[config.mk]
export PLATFORM = sky130hd
export DESIGN_NAME = gregorian_date_facts_top
export DESIGN_NICKNAME = d
export VERILOG_FILES = /design/src/gdf_pkg.sv /design/src/gdf_div25.sv /design/src/gregorian_date_facts_top.sv
export SDC_FILE = /design/constraint.sdc
export NUM_CORES = 1
export LEC_CHECK = 0
export ABC_AREA = 0
export CAP_MARGIN = 5
export CELL_PAD_IN_SITES_DETAIL_PLACEMENT = 0
export CELL_PAD_IN_SITES_GLOBAL_PLACEMENT = 2
export CORE_ASPECT_RATIO = 0.75
export CORE_MARGIN = 3
export CORE_UTILIZATION = 45
export CTS_CLUSTER_SIZE = 40
export DETAILED_ROUTE_END_ITERATION = 6
export DONT_BUFFER_PORTS = 1
export GPL_ROUTABILITY_DRIVEN = 0
export PLACE_DENSITY_LB_ADDON = 0.1
export SYNTH_ARGS = -nofsm -noshare
export SYNTH_HDL_FRONTEND = slang
export SYNTH_SLANG_ARGS = --single-unit
[constraint.sdc]
create_clock -name clock -period 8.86 [get_ports clock]
set_input_delay 0.443 -clock clock [delete_from_list [all_inputs] [get_ports clock]]
set_output_delay 0.443 -clock clock [all_outputs]
set_load 0.02 [all_outputs]
[src/gdf_pkg.sv]
`default_nettype none

package gdf_pkg;

   localparam int YEAR_W    = 14;
   localparam int MONTH_W   = 4;
   localparam int DAY_W     = 5;
   localparam int WDAY_W    = 3;
   localparam int DIM_W     = 5;
   localparam int DOY_W     = 9;
   localparam int SHIFT_W   = 15;   // year + 400 - carry
   localparam int QUART_W   = 13;   // shifted year / 4
   localparam int QUOT_W    = 8;    // dividend / 25
   localparam int SUM_W     = 15;   // weekday sum before mod 7
   localparam int REQ_W     = 24;
   localparam int RSP_W     = 24;

   // floor(x / 25) == (x * 5243) >> 17 for every x below 43690
   localparam int           RECIP_SHIFT = 17;
   localparam logic [12:0]  RECIP25     = 13'd5243;

   localparam logic [MONTH_W-1:0] FEB        = 4'd2;
   localparam logic [WDAY_W-1:0]  WD_FRIDAY  = 3'd5;
   localparam logic [WDAY_W-1:0]  WD_SATURDAY = 3'd6;

   // First member lands in the highest bits, so year sits at the bottom.
   typedef struct packed {
      logic [DAY_W-1:0]   day;
      logic [MONTH_W-1:0] month;
      logic [YEAR_W-1:0]  year;
   } gdf_req_type;

   // First member lands in the highest bits.
   typedef struct packed {
      logic [DOY_W-1:0]   days_to_year_end;
      logic [DIM_W-1:0]   days_to_month_end;
      logic [WDAY_W-1:0]  days_to_week_end;
      logic               is_business_day;
      logic               is_weekend;
      logic               is_end_of_week;
      logic [WDAY_W-1:0]  weekday;
      logic               date_valid;
   } gdf_rsp_type;

   // Length of month; zero for a month code outside January..December.
   function automatic logic [DIM_W-1:0] month_days(input logic [MONTH_W-1:0] m,
                                                   input logic leap);
      logic [DIM_W-1:0] r;
      unique case (m)
         4'd1, 4'd3, 4'd5, 4'd7, 4'd8, 4'd10, 4'd12: r = 5'd31;
         4'd4, 4'd6, 4'd9, 4'd11:                    r = 5'd30;
         FEB:                                        r = leap ? 5'd29 : 5'd28;
         default:                                    r = 5'd0;
      endcase
      return r;
   endfunction

   // Days before the first of the month in a common year.
   function automatic logic [DOY_W-1:0] days_before(input logic [MONTH_W-1:0] m);
      logic [DOY_W-1:0] r;
      unique case (m)
         4'd1:    r = 9'd0;
         4'd2:    r = 9'd31;
         4'd3:    r = 9'd59;
         4'd4:    r = 9'd90;
         4'd5:    r = 9'd120;
         4'd6:    r = 9'd151;
         4'd7:    r = 9'd181;
         4'd8:    r = 9'd212;
         4'd9:    r = 9'd243;
         4'd10:   r = 9'd273;
         4'd11:   r = 9'd304;
         4'd12:   r = 9'd334;
         default: r = 9'd0;
      endcase
      return r;
   endfunction

   // (31 * shifted_month) / 12, shifted months run March = 1 .. February = 12.
   function automatic logic [DAY_W-1:0] month_offset(input logic [MONTH_W-1:0] m);
      logic [DAY_W-1:0] r;
      unique case (m)
         4'd1:    r = 5'd28;
         4'd2:    r = 5'd31;
         4'd3:    r = 5'd2;
         4'd4:    r = 5'd5;
         4'd5:    r = 5'd7;
         4'd6:    r = 5'd10;
         4'd7:    r = 5'd12;
         4'd8:    r = 5'd15;
         4'd9:    r = 5'd18;
         4'd10:   r = 5'd20;
         4'd11:   r = 5'd23;
         4'd12:   r = 5'd25;
         default: r = 5'd0;
      endcase
      return r;
   endfunction

endpackage

`default_nettype wire

[src/gdf_div25.sv]
`default_nettype none

module gdf_div25 (
   input  wire logic [gdf_pkg::QUART_W-1:0] dividend,
   output logic [gdf_pkg::QUOT_W-1:0]       quotient
);
   import gdf_pkg::*;

   logic [24:0] product;

   // reciprocal multiply, exact for every dividend below 6400 (the shifted
   // year over four never exceeds 4196)
   assign product  = 25'(dividend) * 25'(RECIP25);
   assign quotient = product[RECIP_SHIFT +: QUOT_W];

endmodule

`default_nettype wire

[src/gregorian_date_facts_top.sv]
`default_nettype none

// Gregorian date facts: each request carries one date (year, month, day) and
// yields exactly one response with the weekday (Sunday = 0), the end-of-week,
// weekend (Friday or Saturday) and business-day flags, the days left in the
// week, and the days left to month end and year end, both counting the end
// day itself. A month or day out of range gives date_valid low and every
// other field zero. Years are taken over the full 14-bit range with the
// Gregorian leap rule. The block keeps no state between requests. It takes a
// request every cycle while the response is not stalled; each response passes
// the three register stages of the pipeline (divide by 25, weekday sum and
// leap check, mod 7 and counts) before it is offered. Every stage has its own
// valid bit and moves up when the stage ahead has room, so bubbles close up and
// a stalled response still lets earlier stages fill.

module gregorian_date_facts_top (
   input  wire logic        clock,
   input  wire logic        reset,
   // request: year [13:0], month [17:14], day [22:18], zero [23]
   input  wire logic [23:0] req_tdata,
   input  wire logic        req_tvalid,
   output logic             req_tready,
   // response: date_valid [0], weekday [3:1], is_end_of_week [4],
   // is_weekend [5], is_business_day [6], days_to_week_end [9:7],
   // days_to_month_end [14:10], days_to_year_end [23:15]
   output logic [23:0]      rsp_tdata,
   output logic             rsp_tvalid,
   input  wire logic        rsp_tready
);
   import gdf_pkg::*;

   gdf_req_type req;

   // stage readiness, each stage takes new data when empty or draining
   logic ready1, ready2, ready3;

   // ---------------- stage 1: shifted year and divides by 25 ----------------
   logic                v1_ff;
   logic [MONTH_W-1:0]  m1_ff, m1_in;
   logic [DAY_W-1:0]    d1_ff, d1_in;
   logic [1:0]          ylo1_ff, ylo1_in;      // year mod 4
   logic [11:0]         yq1_ff, yq1_in;        // year / 4
   logic [QUOT_W-1:0]   yq25_1_ff, yq25_1_in;  // year / 100
   logic [SHIFT_W-1:0]  yy1_ff, yy1_in;
   logic [QUOT_W-1:0]   q100_1_ff, q100_1_in;  // shifted year / 100

   logic                carry;
   logic [QUART_W-1:0]  yy_quart;

   assign req = gdf_req_type'(req_tdata[REQ_W-2:0]);

   always_comb begin
      // January and February count with the year before
      carry   = (req.month <= FEB);
      yy1_in  = SHIFT_W'(req.year) + SHIFT_W'(400) - SHIFT_W'(carry);
      m1_in   = req.month;
      d1_in   = req.day;
      ylo1_in = req.year[1:0];
      yq1_in  = req.year[YEAR_W-1:2];
   end

   assign yy_quart = yy1_in[SHIFT_W-1:2];

   gdf_div25 u_div_shift (
      .dividend (yy_quart),
      .quotient (q100_1_in)
   );

   gdf_div25 u_div_year (
      .dividend ({1'b0, yq1_in}),
      .quotient (yq25_1_in)
   );

   always_ff @(posedge clock) begin
      if (reset) begin
         v1_ff <= 1'b0;
      end else if (ready1) begin
         v1_ff <= req_tvalid;
      end
   end

   always_ff @(posedge clock) begin
      if (ready1 && req_tvalid) begin
         m1_ff     <= m1_in;
         d1_ff     <= d1_in;
         ylo1_ff   <= ylo1_in;
         yq1_ff    <= yq1_in;
         yq25_1_ff <= yq25_1_in;
         yy1_ff    <= yy1_in;
         q100_1_ff <= q100_1_in;
      end
   end

   // ---------------- stage 2: leap check, month length, weekday sum ---------
   logic                v2_ff;
   logic                ok2_ff, ok2_in;
   logic                leap2_ff, leap2_in;
   logic [DIM_W-1:0]    dim2_ff, dim2_in;
   logic [MONTH_W-1:0]  m2_ff;
   logic [DAY_W-1:0]    d2_ff;
   logic [SUM_W-1:0]    sum2_ff, sum2_in;

   logic [11:0]         rem25;
   logic                div4, div100, div400;

   always_comb begin
      rem25    = yq1_ff - 12'({yq25_1_ff, 4'b0000} + {yq25_1_ff, 3'b000}
                              + 12'(yq25_1_ff));
      div4     = (ylo1_ff == 2'd0);
      div100   = div4 && (rem25 == 12'd0);
      div400   = div100 && (yq25_1_ff[1:0] == 2'd0);
      leap2_in = div400 || (div4 && !div100);
      dim2_in  = month_days(m1_ff, leap2_in);
      ok2_in   = (dim2_in != '0) && (d1_ff != '0) && (d1_ff <= dim2_in);
      sum2_in  = SUM_W'(d1_ff) + SUM_W'(yy1_ff) + SUM_W'(yy1_ff[SHIFT_W-1:2])
               - SUM_W'(q100_1_ff) + SUM_W'(q100_1_ff[QUOT_W-1:2])
               + SUM_W'(month_offset(m1_ff));
   end

   always_ff @(posedge clock) begin
      if (reset) begin
         v2_ff <= 1'b0;
      end else if (ready2) begin
         v2_ff <= v1_ff;
      end
   end

   always_ff @(posedge clock) begin
      if (ready2 && v1_ff) begin
         ok2_ff   <= ok2_in;
         leap2_ff <= leap2_in;
         dim2_ff  <= dim2_in;
         m2_ff    <= m1_ff;
         d2_ff    <= d1_ff;
         sum2_ff  <= sum2_in;
      end
   end

   // ---------------- stage 3: mod 7, counts, response register -------------
   logic                v3_ff;
   gdf_rsp_type         rsp_ff, rsp_in;

   logic [5:0]          fold1;
   logic [3:0]          fold2;
   logic [WDAY_W-1:0]   wday;
   logic [DOY_W-1:0]    doy;
   logic                wkend;

   always_comb begin
      // 8 == 1 mod 7: add up octal digits, twice, then one subtract
      fold1 = 6'(sum2_ff[2:0]) + 6'(sum2_ff[5:3]) + 6'(sum2_ff[8:6])
            + 6'(sum2_ff[11:9]) + 6'(sum2_ff[14:12]);
      fold2 = 4'(fold1[2:0]) + 4'(fold1[5:3]);
      wday  = (fold2 >= 4'd7) ? WDAY_W'(fold2 - 4'd7) : WDAY_W'(fold2);
      wkend = (wday == WD_FRIDAY) || (wday == WD_SATURDAY);
      doy   = days_before(m2_ff) + DOY_W'(d2_ff)
            + DOY_W'(leap2_ff && (m2_ff > FEB));

      rsp_in = '0;
      if (ok2_ff) begin
         rsp_in.date_valid        = 1'b1;
         rsp_in.weekday           = wday;
         rsp_in.is_end_of_week    = (wday == WD_SATURDAY);
         rsp_in.is_weekend        = wkend;
         rsp_in.is_business_day   = !wkend;
         rsp_in.days_to_week_end  = WD_SATURDAY - wday;
         rsp_in.days_to_month_end = dim2_ff - d2_ff + DIM_W'(1);
         rsp_in.days_to_year_end  = DOY_W'(366) + DOY_W'(leap2_ff) - doy;
      end
   end

   always_ff @(posedge clock) begin
      if (reset) begin
         v3_ff <= 1'b0;
      end else if (ready3) begin
         v3_ff <= v2_ff;
      end
   end

   always_ff @(posedge clock) begin
      if (ready3 && v2_ff) begin
         rsp_ff <= rsp_in;
      end
   end

   // ---------------- handshake ----------------
   assign ready3     = !v3_ff || rsp_tready;
   assign ready2     = !v2_ff || ready3;
   assign ready1     = !v1_ff || ready2;
   assign req_tready = ready1;

   assign rsp_tvalid = v3_ff;
   assign rsp_tdata  = rsp_ff;

   // top pad bit of the request carries nothing
   logic unused_pad;
   assign unused_pad = req_tdata[REQ_W-1];

endmodule

`default_nettype wire

Yosys cells after proc, flatten, opt, wreduce, memory -nomap -nowiden
Memories as Yosys holds them, arrays and structs flattened. A register that Yosys moved wholly into a read port is not among the register bits.
Index checks and enable logic that the tools add are counted.
{"block": "totals", "memories": 2, "wordCells": 101, "rom_bits": 224, "output_inout_bits": 26, "reg_bits": 112}
{"memory": "(no name shown)", "depth": 16, "width": 9, "rd": 1, "rd_ports_with_merged_regs": 1, "write_ports": 0, "line": "gdf_pkg.sv:61", "source": "unique case (m)"}
{"memory": "(no name shown)", "depth": 16, "width": 5, "rd": 1, "rd_ports_with_merged_regs": 1, "write_ports": 0, "line": "gdf_pkg.sv:82", "source": "unique case (m)"}
{"block": "op_classes", "n_reduce_logical": 26, "n_lt_le_gt_ge": 4, "n_mux": 6, "add_sub_neg": 23, "eq_ne": 14, "mul": 2}
{"operator": "multiplier 12 x 13 -> 25 bit, second input constant", "count": 1}
{"operator": "multiplier 13 x 13 -> 25 bit, second input constant", "count": 1}
{"operator": "equality test 4 bit, second input constant", "count": 5}
{"operator": "equality test 4 x 3 -> 1 bit, second input constant", "count": 4}
{"operator": "adder 14 x 9 -> 15 bit, second input constant", "count": 1}
{"operator": "adder 15 x 13 -> 15 bit", "count": 1}
{"operator": "adder 15 x 5 -> 15 bit", "count": 1}
{"operator": "adder 15 x 6 -> 15 bit", "count": 1}
{"operator": "adder 5 x 15 -> 15 bit", "count": 1}
{"operator": "one-hot mux 5 bit (3 select lines)", "count": 1}
{"operator": "subtractor 15 x 1 -> 15 bit", "count": 1}
{"operator": "subtractor 15 x 8 -> 15 bit", "count": 1}
{"operator": "adder 12 x 11 -> 12 bit", "count": 1}
{"operator": "adder 12 x 8 -> 12 bit", "count": 1}
{"operator": "zero test 12 bit", "count": 1}
{"operator": "subtractor 12 bit", "count": 1}
{"operator": "nonzero test 5 bit", "count": 2}
{"operator": "adder 9 x 1 -> 9 bit", "count": 1}
{"operator": "adder 9 x 1 -> 9 bit, first input constant", "count": 1}
{"operator": "adder 9 x 5 -> 9 bit", "count": 1}
{"operator": "logical AND 1 bit", "count": 9}
{"operator": "subtractor 9 bit", "count": 1}
{"operator": "adder 3 x 3 -> 4 bit", "count": 2}
{"operator": "equality test 4 x 2 -> 1 bit, second input constant", "count": 2}
{"operator": "other kinds (21)", "count": 33}

Logic depth before layout (Yosys ltp)
{"block": "depth", "depth_word": 13, "ltp_mapped": 30, "mapped_depth_nobuf": 30}

Hierarchy
Synthesis repeated with hierarchy kept, for this count alone.
{"block": "unflattened", "cells_unflattened": 1358, "hier_area_um2": 14710.4}
{"mod": "gregorian_date_facts_top", "instances": 1, "area_per_inst_um2": 8536.9, "cells_per_inst": 741}
{"mod": "gdf_div25 at u_div_shift", "instances": 1, "area_per_inst_um2": 3173.0, "cells_per_inst": 319}
{"mod": "gdf_div25 at u_div_year", "instances": 1, "area_per_inst_um2": 3000.4, "cells_per_inst": 298}

Least setup slack after synthesis
OpenSTA, ideal clock, no wires.
{"block": "synth_path", "path_kind": "input -> register", "start": "input req_tdata[14]", "end": "register q100_1_ff[6] (data pin)", "cell_stages": 29, "arrival_ns": 7.050, "path_slack_ns": 1.676, "cell_sequence": "a211oi_1 -> ha_1 -> inv_1 -> ha_1 -> fa_1 -> a21o_1 -> a21oi_1 -> o21ai_1 -> a211oi_2 -> o21ai_1 -> mux2_1 -> or2_1 -> ha_1 -> inv_1 -> fa_1 -> inv_1 -> fa_1 -> fa_1 -> inv_1 -> fa_1 -> inv_1 -> ha_1 -> and3_1 -> a221oi_1 -> nor2_1 -> o21ai_1 -> a21oi_1 -> or4b_1 -> nand3_1"}
{"block": "synth_between", "elab_chain_cells": 3}
{"item": "from (decl)", "line": "gregorian_date_facts_top.sv:20", "source": "input wire logic [23:0] req_tdata,"}
{"item": "less-or-equal comparator 4 x 2 -> 1 bit", "line": "gregorian_date_facts_top.sv:54", "source": "carry = (req.month <= FEB);"}
{"item": "subtractor 15 x 1 -> 15 bit", "line": "gregorian_date_facts_top.sv:55", "source": "yy1_in = SHIFT_W'(req.year) + SHIFT_W'(400) - SHIFT_W'(carry);"}
{"item": "net u_div_shift.dividend (one bit)", "line": "gdf_div25.sv:4", "source": "input wire logic [gdf_pkg::QUART_W-1:0] dividend,"}
{"item": "multiplier 13 x 13 -> 25 bit", "line": "gdf_div25.sv:13", "source": "assign product = 25'(dividend) * 25'(RECIP25);"}
{"item": "net q100_1_in[6]", "line": "gregorian_date_facts_top.sv:45", "source": "logic [QUOT_W-1:0] q100_1_ff, q100_1_in;"}
{"item": "to (signal assigned)", "line": "gregorian_date_facts_top.sv:90", "source": "q100_1_ff <= q100_1_in;"}
{"item": "to (decl)", "line": "gregorian_date_facts_top.sv:45"}
The timed path passes the listed nets, and every way through them passes these cells.
A chain may end at the register's enable or synchronous reset.

Final worst setup path
Same ends and word-level chain as after synthesis.

==> qor.yml <==
outcome:
  outcome: "completed"
yosys:
  ys_async_sr_fraction_pct: 0
  ys_seq_elements: 123
  synthCells: 1305
  mappedNetlistNets: 1768
  synth_area_leader_cell: "ha_1"
  ys.flop_type: "edfxtp_1"
  synth-edff-count: 106
  seq_area_frac_synth_pct: 25.0
  yosys_warnings: 0
  avgSynthCellArea_um2: 10.8
  synth_top_area_share_pct: 25.1
  ys_top_cells_by_area: "ha_1 (25%), edfxtp_1 (23%), fa_1 (22%)"
  synthDistinctLibCells: 62
  synth_area_mm2: 0.0141
floorplan:
  die_x_um: 210
  die_area_mm2: 0.0335
  initial_utilization_pct: 46.2
  io_pins: 54
  rows: 55
  core_area_mm2: 0.0305
  die_h_um: 159
clocking:
  numClockSinks: 123
  cts_hold_buf: 0
  clk_pin_slew_ns: 0.06
  cts-buffers-inserted: 17
  clk_latency_ns: 0.42
  clk_path_buf_depth: 2
  clock-root-buffer: "clkbuf_16"
  cts_resized: 0
  cts_tree: "built"
  post_cts.repair.setup_buffers: 0
  htreeDepth: 4
worst_setup_path:
  cp_slowest_cell: "fa_1"
  max_stage_delay_ns: 0.56
  startpoint_type: "input port"
  required_ns: 9.14
  critPathKind: "input port to register"
  path_max_fanout: 6
  arrival_ns: 8.01
  endpoint_kind: "register"
timing:
  finalCriticalPeriod_ns: 7.73
  finalSetupTns_ns: 0
  hold_viol: 0
  slew_violations: 0
  rsz0062_at_grt: "no"
  setup_viol: 0
  slew_headroom_pct: 28.1
  finalClockSkew_ns: 0.0116
  period_share_pct: 87.2
  worst_pin_slew_ns: 1.07
  fmax_mhz: 129
final_layout:
  area_growth_pct: 8.08
  multi_input_area_mm2: 0.00936
  fin_area_mm2: 0.0152
  fillers: 2827
  num_antenna_cells: 0
  fin_nets: 1796
  regArea_mm2: 0.00352
  drive_gt1_share_pct: 4.46
grt:
  grt_pass1_vias: 8936
  antenna_found_initial: 0
  grt_pass1_wl_um: 46300
  globalRouteOverflowTotal: 0
  grt_start_max_net_pins: 55
  grt_use_total_pct: 17.3
route:
  routed_wl_um: 26900
  wl_per_cell_um: 15.4
  ant_nets: 0
  via_per_inst: 4.83
  drc: 0
  first_pass_iters: 4
  via_count: 8431
  drtIter0Drc: 349
placement:
  place_area_mm2: 0.0147
  port_buffers: 0
  dp_hpwl_um: 23000
worst_hold_path:
  hold_path_class: "input port to register"
flow_run:
  maxCapViolations: 0
logic make-up after synthesis:
| family | count (synthesis) | share of synthesized area [%] |
|---|---|---|
| XOR/XNOR | 66 | 4.11 |
| adder cells (fa/ha/maj) | 435 | 46.8 |
| flip-flops | 123 | 25.0 |
| multiplexers | 20 | 1.61 |
| AND/OR/NAND/NOR | 184 | 6.82 |
| buffers and inverters | 318 | 8.50 |
| AO/OA/AOI/OAI | 159 | 7.18 |
through the flow:
step,instances,setup WS [ns],utilization [%],hold slack [ns]
after floorplan,1305,1.68,-,0.426
after global placement,1713,0.714,48.1,0.447
after detailed placement,1713,0.665,48.1,0.451
after CTS,1745,1.07,49.9,0.0588
after global routing,1745,0.583,49.9,0.0578
final,1745,1.13,49.9,0.0844
per-layer routing:
layer  vias up  track usage (%)  share of wire (%)
met5         -                0                  0
met4         0             3.83               0.75
met3        17             1.93                2.1
met2        81             25.9                 42
met1      3975             27.0                 55
li1       4358                -                  -
cell usage in the layout, fill, tap and decap left out, types with 3 or more instances in the layout:
| cell type | instances |
|---|---|
| inv_1 | 312 |
| ha_1 | 283 |
| fa_1 | 152 |
| edfxtp_1 | 106 |
| nor2_1 | 53 |
| a21oi_1 | 51 |
| xnor2_1 | 51 |
| nand2_1 | 31 |
| a21o_1 | 23 |
| o21ai_0 | 19 |
| and2_1 | 19 |
| dfxtp_1 | 17 |
| clkbuf_16 | 17 |
| xor2_1 | 15 |
| nand3_1 | 14 |
| nor2b_1 | 13 |
| o21ai_1 | 13 |
| buf_4 | 12 |
| and3_1 | 11 |
| mux2i_1 | 11 |
| nand2b_1 | 10 |
| o21a_1 | 8 |
| a211oi_1 | 7 |
| a31oi_1 | 7 |
| nor3_1 | 6 |
| o211ai_1 | 5 |
| mux2_2 | 5 |
| clkinv_2 | 5 |
| o31ai_1 | 4 |
| nand4_1 | 4 |
| clkinvlp_4 | 4 |
| or3_1 | 3 |
| nor4_1 | 3 |
| inv_2 | 3 |
| a221oi_1 | 3 |
| nand3b_1 | 3 |
Yosys cell counts, drive strengths merged (7+ instances only):
| library cell | count |
|---|---|
| inv | 315 |
| ha | 283 |
| fa | 152 |
| edfxtp | 106 |
| nor2 | 54 |
| a21oi | 51 |
| xnor2 | 51 |
| o21ai | 32 |
| nand2 | 31 |
| a21o | 23 |
| and2 | 19 |
| dfxtp | 17 |
| nand3 | 15 |
| xor2 | 15 |
| nor2b | 14 |
| and3 | 11 |
| mux2i | 11 |
| nand2b | 10 |
| a211oi | 8 |
| mux2 | 8 |
| o21a | 8 |
| a31oi | 7 |
area by class of cell:
| type | count | area share [%] |
|---|---|---|
| clock buffer | 19 | 2.84 |
| timing repair buffer | 12 | 0.592 |
| clock inverter | 13 | 0.839 |
| inverter | 315 | 7.77 |
| tap | 399 | 3.28 |
| sequential | 123 | 23.2 |
| multi-input combinational | 864 | 61.5 |
critical path, delay by kind of cell:
kind                       cells  cell delay, ns
adders and majority gates      9            3.50
AOI/OAI and AO/OA              9            2.20
and+or+nand+nor                5            1.27
muxes                          1            0.34
buffers and inverters          5            0.26
worst paths after layout:
check | to | startpoint | cells after the start | slack (ns)
max | q100_1_ff[6] | req_tdata[14] | 29 | 1.13
min | v1_ff | reset | 1 | 0.08
max reg2reg | rsp_tdata[9] | sum2_ff[1] | 17 | 3.72
min reg2reg | d2_ff[0] | d1_ff[0] | 0 | 0.47
Power is left out: the tool's default activity adds up to more than one toggle a clock period on the data nets, which glitch-free logic cannot reach.
